==> config.mk <==
export PLATFORM = sky130hd
export DESIGN_NAME = saturating_time_value_alu
export DESIGN_NICKNAME = d
export VERILOG_FILES = /design/src/tsalu_pkg.sv /design/src/tsalu_norm.sv /design/src/tsalu_datapath.sv /design/src/saturating_time_value_alu.sv
export SDC_FILE = /design/constraint.sdc
export NUM_CORES = 1
export LEC_CHECK = 0
export ABC_AREA = 1
export BUFFER_PORTS_ARGS = -buffer_cell sky130_fd_sc_hd__buf_2
export CAP_MARGIN = 20
export CORE_MARGIN = 1.5
export CORE_UTILIZATION = 33
export DETAILED_ROUTE_END_ITERATION = 10
export GPL_ROUTABILITY_DRIVEN = 0
export GPL_TIMING_DRIVEN = 0
export PLACE_DENSITY = 0.58
export SYNTH_ARGS = -nofsm -noshare
export SYNTH_HDL_FRONTEND = slang
export SYNTH_SLANG_ARGS = --single-unit
export TNS_END_PERCENT = 50
==> constraint.sdc <==
create_clock -name clk -period 7.44 [get_ports clk]
set_input_delay 1.488 -clock clk [delete_from_list [all_inputs] [get_ports clk]]
set_output_delay 1.488 -clock clk [all_outputs]
set_load 0.005 [all_outputs]
==> src/tsalu_pkg.sv <==
// shared constants, command codes and result type for the time value alu
package tsalu_pkg;

    localparam int unsigned SEC_W = 32;
    localparam int unsigned NSEC_W = 32;

    localparam logic [NSEC_W-1:0] NS_PER_SEC = 32'd1000000000;
    localparam logic [SEC_W-1:0] SEC_MAX = 32'hFFFF_FFFF;

    // command codes
    typedef enum logic [1:0] {
        CMD_NORM = 2'd0,
        CMD_ADD  = 2'd1,
        CMD_SUB  = 2'd2,
        CMD_CMP  = 2'd3
    } cmd_t;

    // one result word
    typedef struct packed {
        logic [SEC_W-1:0]  sec;
        logic [NSEC_W-1:0] nsec;
        logic              is_equal;
        logic              is_greater;
        logic              is_less;
    } res_t;

endpackage

==> src/tsalu_norm.sv <==
// normalize unit: folds whole billions of nanoseconds into seconds with saturation
module tsalu_norm (
    input  logic [tsalu_pkg::SEC_W-1:0]  sec_in,
    input  logic [tsalu_pkg::NSEC_W-1:0] nsec_in,
    output logic [tsalu_pkg::SEC_W-1:0]  sec_out,
    output logic [tsalu_pkg::NSEC_W-1:0] nsec_out
);
    import tsalu_pkg::*;

    logic [2:0]        carry_cnt;
    logic [NSEC_W-1:0] nsec_rem;
    logic [SEC_W:0]    sec_sum;

    // a 32-bit count holds at most four whole billions
    always_comb
    begin
        priority if (nsec_in >= 32'd4000000000)
        begin
            carry_cnt = 3'd4;
            nsec_rem  = nsec_in - 32'd4000000000;
        end
        else if (nsec_in >= 32'd3000000000)
        begin
            carry_cnt = 3'd3;
            nsec_rem  = nsec_in - 32'd3000000000;
        end
        else if (nsec_in >= 32'd2000000000)
        begin
            carry_cnt = 3'd2;
            nsec_rem  = nsec_in - 32'd2000000000;
        end
        else if (nsec_in >= NS_PER_SEC)
        begin
            carry_cnt = 3'd1;
            nsec_rem  = nsec_in - NS_PER_SEC;
        end
        else
        begin
            carry_cnt = 3'd0;
            nsec_rem  = nsec_in;
        end
    end

    // seconds plus carries, saturate when the count passes the maximum
    assign sec_sum = {1'b0, sec_in} + {{(SEC_W-2){1'b0}}, carry_cnt};

    always_comb
    begin
        if (sec_sum[SEC_W])
        begin
            sec_out  = SEC_MAX;
            nsec_out = NS_PER_SEC;
        end
        else
        begin
            sec_out  = sec_sum[SEC_W-1:0];
            nsec_out = nsec_rem;
        end
    end

endmodule

==> src/tsalu_datapath.sv <==
// combinational datapath: normalize, add, subtract and compare of one word
module tsalu_datapath (
    input  tsalu_pkg::cmd_t               cmd,
    input  logic [tsalu_pkg::SEC_W-1:0]   a_sec,
    input  logic [tsalu_pkg::NSEC_W-1:0]  a_nsec,
    input  logic [tsalu_pkg::SEC_W-1:0]   b_sec,
    input  logic [tsalu_pkg::NSEC_W-1:0]  b_nsec,
    output tsalu_pkg::res_t               res
);
    import tsalu_pkg::*;

    logic [SEC_W:0]    add_sec;
    logic [NSEC_W-1:0] add_nsec;
    logic [SEC_W-1:0]  norm_sec_in;
    logic [NSEC_W-1:0] norm_nsec_in;
    logic [SEC_W-1:0]  norm_sec;
    logic [NSEC_W-1:0] norm_nsec;
    logic [SEC_W-1:0]  sub_sec;
    logic [NSEC_W-1:0] sub_nsec;
    logic [SEC_W-1:0]  sec_diff;
    logic              sec_eq;
    logic              sec_gt;
    logic              sec_lt;
    logic              nsec_lt;

    // wrapping nanosecond sum, seconds sum with carry out
    assign add_sec  = {1'b0, a_sec} + {1'b0, b_sec};
    assign add_nsec = a_nsec + b_nsec;

    // shared normalize unit; the carry of an add is one normalize step
    assign norm_sec_in  = (cmd == CMD_ADD) ? add_sec[SEC_W-1:0] : a_sec;
    assign norm_nsec_in = (cmd == CMD_ADD) ? add_nsec : a_nsec;

    tsalu_norm u_norm (
        .sec_in   (norm_sec_in),
        .nsec_in  (norm_nsec_in),
        .sec_out  (norm_sec),
        .nsec_out (norm_nsec)
    );

    // field compares
    assign sec_eq  = (a_sec == b_sec);
    assign sec_gt  = (a_sec > b_sec);
    assign sec_lt  = (a_sec < b_sec);
    assign nsec_lt = (a_nsec < b_nsec);

    // subtract with borrow, clamp to zero on underrun
    assign sec_diff = a_sec - b_sec;

    always_comb
    begin
        if (sec_lt)
        begin
            sub_sec  = '0;
            sub_nsec = '0;
        end
        else if (nsec_lt)
        begin
            if (sec_eq)
            begin
                sub_sec  = '0;
                sub_nsec = '0;
            end
            else
            begin
                sub_sec  = sec_diff - 32'd1;
                sub_nsec = NS_PER_SEC + a_nsec - b_nsec;
            end
        end
        else
        begin
            sub_sec  = sec_diff;
            sub_nsec = a_nsec - b_nsec;
        end
    end

    // result select and flags
    always_comb
    begin
        res.is_equal   = sec_eq && (a_nsec == b_nsec);
        res.is_greater = sec_gt || (sec_eq && (a_nsec > b_nsec));
        res.is_less    = sec_lt || (sec_eq && nsec_lt);
        unique case (cmd)
            CMD_NORM:
            begin
                res.sec  = norm_sec;
                res.nsec = norm_nsec;
            end
            CMD_ADD:
            begin
                if (add_sec[SEC_W])
                begin
                    res.sec  = SEC_MAX;
                    res.nsec = NS_PER_SEC;
                end
                else
                begin
                    res.sec  = norm_sec;
                    res.nsec = norm_nsec;
                end
            end
            CMD_SUB:
            begin
                res.sec  = sub_sec;
                res.nsec = sub_nsec;
            end
            default:
            begin
                res.sec  = '0;
                res.nsec = '0;
            end
        endcase
    end

endmodule

==> src/saturating_time_value_alu.sv <==
// top level of the saturating time value alu: input and result registers
//
// Usage:
//   Command channel: drive command, a_sec, a_nsec, b_sec and b_nsec and
//   raise start; the word is taken at a rising edge where start is high and
//   busy is low. busy stays low, so a new word may be issued every cycle.
//   Result channel: done is high for exactly one cycle while res_sec,
//   res_nsec, is_equal, is_greater and is_less hold the result. There is
//   no backpressure; the receiver must take the word in that cycle.
//   Path: a word taken by start is captured in the input register, goes
//   through the datapath, and is loaded into the result register; done is
//   raised by the same edge that loads the result register.
//   Throughput: one word per cycle, set by the single pass from the input
//   register through the normalize unit to the result register.
//   Reset: rst_n low clears both valid flags at once; no word in flight
//   survives and done is low until a new word has passed through.
module saturating_time_value_alu (
    input  logic                           clk,
    input  logic                           rst_n,
    input  logic                           start,
    output logic                           busy,
    input  logic [1:0]                     command,
    input  logic [tsalu_pkg::SEC_W-1:0]    a_sec,
    input  logic [tsalu_pkg::NSEC_W-1:0]   a_nsec,
    input  logic [tsalu_pkg::SEC_W-1:0]    b_sec,
    input  logic [tsalu_pkg::NSEC_W-1:0]   b_nsec,
    output logic                           done,
    output logic [tsalu_pkg::SEC_W-1:0]    res_sec,
    output logic [tsalu_pkg::NSEC_W-1:0]   res_nsec,
    output logic                           is_equal,
    output logic                           is_greater,
    output logic                           is_less
);
    import tsalu_pkg::*;

    logic              in_valid_reg;
    cmd_t              cmd_reg;
    logic [SEC_W-1:0]  a_sec_reg;
    logic [NSEC_W-1:0] a_nsec_reg;
    logic [SEC_W-1:0]  b_sec_reg;
    logic [NSEC_W-1:0] b_nsec_reg;
    logic              out_valid_reg;
    res_t              res_reg;
    res_t              res_next;
    logic              accept;

    // the pipeline never stalls
    assign busy   = 1'b0;
    assign accept = start && !busy;

    // input register control
    always_ff @(posedge clk or negedge rst_n)
    begin
        if (!rst_n)
        begin
            in_valid_reg <= 1'b0;
        end
        else
        begin
            in_valid_reg <= accept;
        end
    end

    // input register payload
    always_ff @(posedge clk)
    begin
        if (accept)
        begin
            cmd_reg    <= cmd_t'(command);
            a_sec_reg  <= a_sec;
            a_nsec_reg <= a_nsec;
            b_sec_reg  <= b_sec;
            b_nsec_reg <= b_nsec;
        end
    end

    tsalu_datapath u_datapath (
        .cmd    (cmd_reg),
        .a_sec  (a_sec_reg),
        .a_nsec (a_nsec_reg),
        .b_sec  (b_sec_reg),
        .b_nsec (b_nsec_reg),
        .res    (res_next)
    );

    // result register control
    always_ff @(posedge clk or negedge rst_n)
    begin
        if (!rst_n)
        begin
            out_valid_reg <= 1'b0;
        end
        else
        begin
            out_valid_reg <= in_valid_reg;
        end
    end

    // result register payload
    always_ff @(posedge clk)
    begin
        if (in_valid_reg)
        begin
            res_reg <= res_next;
        end
    end

    // result word outputs
    assign done       = out_valid_reg;
    assign res_sec    = res_reg.sec;
    assign res_nsec   = res_reg.nsec;
    assign is_equal   = res_reg.is_equal;
    assign is_greater = res_reg.is_greater;
    assign is_less    = res_reg.is_less;

endmodule

Word level (Yosys, flattened, before mapping). Index checks and enable logic that the tools add are counted.

Reductions and logical operators: 6. Equality and inequality tests: 4. Order comparisons: 8. Add/sub/neg operators: 12. Mux-type cells: 20.

Operators by type and width (number): 2-to-1 mux 32 bit (14); one-hot mux 64 bit (3 select lines) (1); subtractor 32 bit (3); == test 32 bit (2); >= comparator 32 bit, second input constant (2); > comparator 32 bit (2); < comparator 32 bit (2); 2-to-1 mux 64 bit (1); subtractor 32 bit, second input constant (2); adder 32 x 3 -> 33 bit (1); adder 32 x 32 -> 33 bit (1); adder 30 x 32 -> 32 bit, first input constant (1); adder 32 bit (1); >= comparator 32 x 30 -> 1 bit, second input constant (1); >= comparator 32 x 31 -> 1 bit, second input constant (1); subtractor 32 x 1 -> 32 bit, second input constant (1); subtractor 32 x 30 -> 32 bit, second input constant (1); subtractor 32 x 31 -> 32 bit, second input constant (1); 2-to-1 mux 2 bit (2); logical AND 1 bit (3); 2-to-1 mux 3 bit (1); == test 2 x 1 -> 1 bit, second input constant (1); == test 2 bit, second input constant (1); logical NOT 2 bit (1); 2 further kinds (3).

Output and inout bits: 69. Register bits after elaboration: 199.

Logic depth before layout (Yosys ltp).
Depth after elaboration: 11. Gate-level depth with buffers: 50. Mapped depth without buffers: 48.

Hierarchy. From an unflattened synthesis, not the netlist that was laid out.

Cells, all modules: 3685. Area total of the unflattened synthesis: 24504.8 µm².

Modules (own cells, without submodules): tsalu_datapath (area an instance 13902.1 µm², cells an instance 2526, instances 1, seq. area each 0.0 µm²); saturating_time_value_alu (area an instance 5977.0 µm², cells an instance 201, instances 1, seq. area each 5965.7 µm²); tsalu_norm (area an instance 4625.7 µm², cells an instance 958, instances 1, seq. area each 0.0 µm²).

Worst setup path after synthesis. No wires, ideal clock.

Path kind: register to register. Start: register b_nsec_reg[8]. End: register res_reg (netlist bit res_nsec[12]) (data pin). Data required time: 7174 ps. Data arrival time: 5086 ps. Stages on the path, launching flop included: 47. Path slack: 2088 ps. Path through: edfxtp_1 > inv_1 > ha_1 > buf_2 > inv_1 > nand2_1 > nand2_1 > nand2_1 > nand2_1 > inv_1 > nand3_2 > xor2_1 > nand2_1 > o21ai_2 > inv_1 > ha_1 > nand3_1 > nand4_1 > [11 not listed] > inv_1 > nor2_1 > nor2_2 > nand2_2 > nor2_4 > nand4_2 > nor2_4 > inv_2 > nor2_4 > nand2_1 > nor2_4 > nand3_2 > nor3_4 > nand4_4 > nand2_4 > inv_6 > nand3_2 > o21ai_1.

RTL lines: start: declaration (RTL line saturating_time_value_alu.sv:41) `logic [NSEC_W-1:0] b_nsec_reg;`; start signal: assignment (RTL line saturating_time_value_alu.sv:73) `b_nsec_reg <= b_nsec;`; end signal: assignment (RTL line saturating_time_value_alu.sv:104) `res_reg <= res_next;`; end: declaration (RTL line saturating_time_value_alu.sv:43) `res_t res_reg;`.

==> flow_metrics.tcl <==
set metrics [dict create \
    status "finished clean" \
    cap_viol_max_count 0 \
    finalCriticalPeriod_ns 7.09 \
    cp.required_ns 7.63 \
    cts-root-buf "clkbuf_16" \
    grt.total_usage_pct 24.3 \
    r2r-start "cmd_reg[1]" \
    syn-instance-count 3537 \
    synth_area_mm2 0.0236 \
    crit_path_end_kind "register" \
    max_slew.worst_pin.slew_ns 1.12 \
    synthTopCellsByCount "nand2_1 (917), inv_1 (501), nor2_1 (328)" \
    syn_avg_cell_area_um2 6.67 \
    io_buffers 200 \
    ir_worst_vdd_v 0.000152 \
    start_util_pct 33.5 \
    cp.arrival_ns 7.27 \
    grt_pass1_vias 22700 \
    layout.nets 4106 \
    fin_crit_sh_pct 95.3 \
    combinationalPowerShare_pct 54.6 \
    drt_pass1_iterations 6 \
    hold_violations 0 \
    cts_tree "done" \
    syn_nets 3877 \
    synth_top_area_share_pct 25.1 \
    synth.distinct_cells 71 \
    clkPwrFrac_pct 17.8 \
    synthTopCellsByArea "edfxtp_1 (25%), nand2_1 (15%), ha_1 (9.8%)" \
    fmax_ghz 0.141 \
    die_h_um 270 \
    placed_area_mm2 0.0258 \
    yosys_warnings 0 \
    fp-row-count 97 \
    path_max_fanout 10 \
    internal_power_mw 2.77 \
    overflow 0 \
    r2r_cells 41 \
    p_seq_share_pct 27.6 \
    synth-seq-cells 199 \
    vias 24900 \
    final_design_area_no_fill_mm2 0.0265 \
    drt_first_iter_violations 2762 \
    ctsHoldBuffers 0 \
    antenna_found_initial 2 \
    finalSetupViolCount 0 \
    leakage_nw 12.9 \
    rsz0062_at_grt "true" \
    synth_ff_type "edfxtp_1" \
    relSlewSlack_pct 24.9 \
    power_density_mw_per_mm2 203 \
    htreeDepth 4 \
    endpoint "res_nsec[26]" \
    finalClockSkew_ns 0.0331 \
    grt_max_degree 93 \
    setup_slack_ns 0.352 \
    post-synth-top-count-cell "nand2_1" \
    die_w_um 270 \
    crit_type "reg -> reg" \
    cts.sinks 199 \
    drt-total-wl_mm 91.4 \
    vias_per_cell 5.27 \
    avgRoutedWirePerCell_um 19.4 \
    dp_hpwl_mm 75.4 \
    drc 0 \
    dp_slack_ns 0.195 \
    core_mm2 0.0704 \
    power_switching_mw 2.61 \
    rr_endpoint "res_nsec[26]" \
    crit_top_cell "nor2_4" \
    final_layout_size_suffix_gt1_share_pct 15.0 \
    critical-path-max-stage-delay_ns 0.41 \
    hp-class "in -> async" \
    dieArea_mm2 0.0731 \
    synth_edf_count 197 \
    clkTransAtPathRegs_ns 0.08 \
    drtAntennaViolNets 0 \
    io_pins 202 \
    r2r_setup_slack_ns 0.35 \
    slew_viol_final 0 \
    crit_slowest_cell "edfxtp_1" \
    swShare_pct 48.5 \
    grt_pass1_wl_mm 136 \
    clock_latency_ns 0.52 \
    area_growth_pct 12.4 \
    cts_max_path_buffers 2 \
    start_kind "register" \
    crit_start "cmd_reg[1]" \
    yosysSeqAreaShare_pct 25.3 \
    yosys.area.top_type "edfxtp_1" \
    cts_buffers 17 \
    synthArstFlopShare_pct 1.01 \
]
## timing repair
action | in CTS | in global routing
gates resized for setup | 0 | 15
endpoints found under the hold margin | 0 | 0
endpoints found under the setup margin | 0 | 51
buffers inserted | 0 | 8
## layout by cell type (no fill, tap or decap), drive strengths merged, types with 23 or more instances in the layout
master | Yosys | layout
nand4 | 55 | 55
or2 | 44 | 44
inv | 556 | 561
ha | 184 | 184
fa | 23 | 23
edfxtp | 197 | 197
clkbuf | 17 | 34
nor3 | 50 | 50
a21oi | 227 | 227
buf | 78 | 288
nand3 | 294 | 294
nor2 | 374 | 374
nand2 | 963 | 963
o21ai | 218 | 218
xor2 | 102 | 102
## area by class of cell
| class | count | area, um^2 |
|---|---|---|
| buffer | 95 | 574 |
| fill | 7694 | 43900 |
| antenna | 1 | 2.50 |
| clock buffer | 17 | 425 |
| sequential | 199 | 5970 |
| multi-input combinational | 2679 | 15000 |
| timing repair buffer | 210 | 1120 |
| clock inverter | 14 | 145 |
| tap | 940 | 1180 |
| inverter | 564 | 2130 |
## routing by layer
layer	share of wire, %	wire length, um	vias up	global-route usage [%]
li1	-	-	11900	-
met2	42	38700	1224	36.7
met1	45	41300	11600	35.1
met4	3.5	3200	2	9.35
met5	0.014	13	-	0
met3	8.9	8090	145	3.09
## how the worst min path moves through the flow
stage	endpoint	slack, ns	cells past startpoint
after floorplan	res_sec[1]	0.70	2
after global placement	res_nsec[0]	0.79	2
after detailed placement	res_nsec[0]	0.80	2
after CTS	done	0.72	1
after global routing	in_valid_reg	0.74	1
final	in_valid_reg	0.76	1
## per-stage QoR
step                TNS [ns]  power [mW]  cells  utilization [%]  hold slack [ns]
global placement           0        4.32   4677             36.6            0.787
CTS                        0        5.31   4710             37.5            0.717
finish                     0        5.37   4719             37.7            0.763
global route          -0.109        5.71   4718             37.7            0.743
detailed placement         0        4.33   4679             36.7            0.801
floorplan                  0        3.41   3537                -            0.701
## cell families (layout without fill, tap and decap cells)
kind of cell / Yosys count / in the layout / synth area share [%]
other: 1 / 2 / 0.0159
adder cells (fa/ha/maj): 207 / 207 / 11.7
AND/OR/NAND/NOR: 1810 / 1810 / 34.2
buffers and inverters: 659 / 900 / 11.5
AO/OA/AOI/OAI: 551 / 551 / 13.2
XOR/XNOR: 110 / 110 / 4.09
flip-flops: 199 / 199 / 25.3
## critical path: cells and delay by family (launching register included)
family | cells | cell delay (ns)
buffers and inverters | 11 | 1.74
flip-flops | 1 | 0.41
AND/OR/NAND/NOR | 25 | 3.63
AO/OA/AOI/OAI | 2 | 0.29
adder cells (fa/ha/maj) | 3 | 0.63
## power by group through the flow
stage          clock (mW)  combinational (mW)  sequential (mW)
3_5_place_dp            0                2.82             1.51
4_1_cts             0.987                2.83             1.49
2_1_floorplan           0                1.93             1.48
3_3_place_gp            0                2.80             1.52
5_1_grt              1.01                3.21             1.50
6_report            0.955                2.93             1.48
Power figures use the tool's default switching activity.
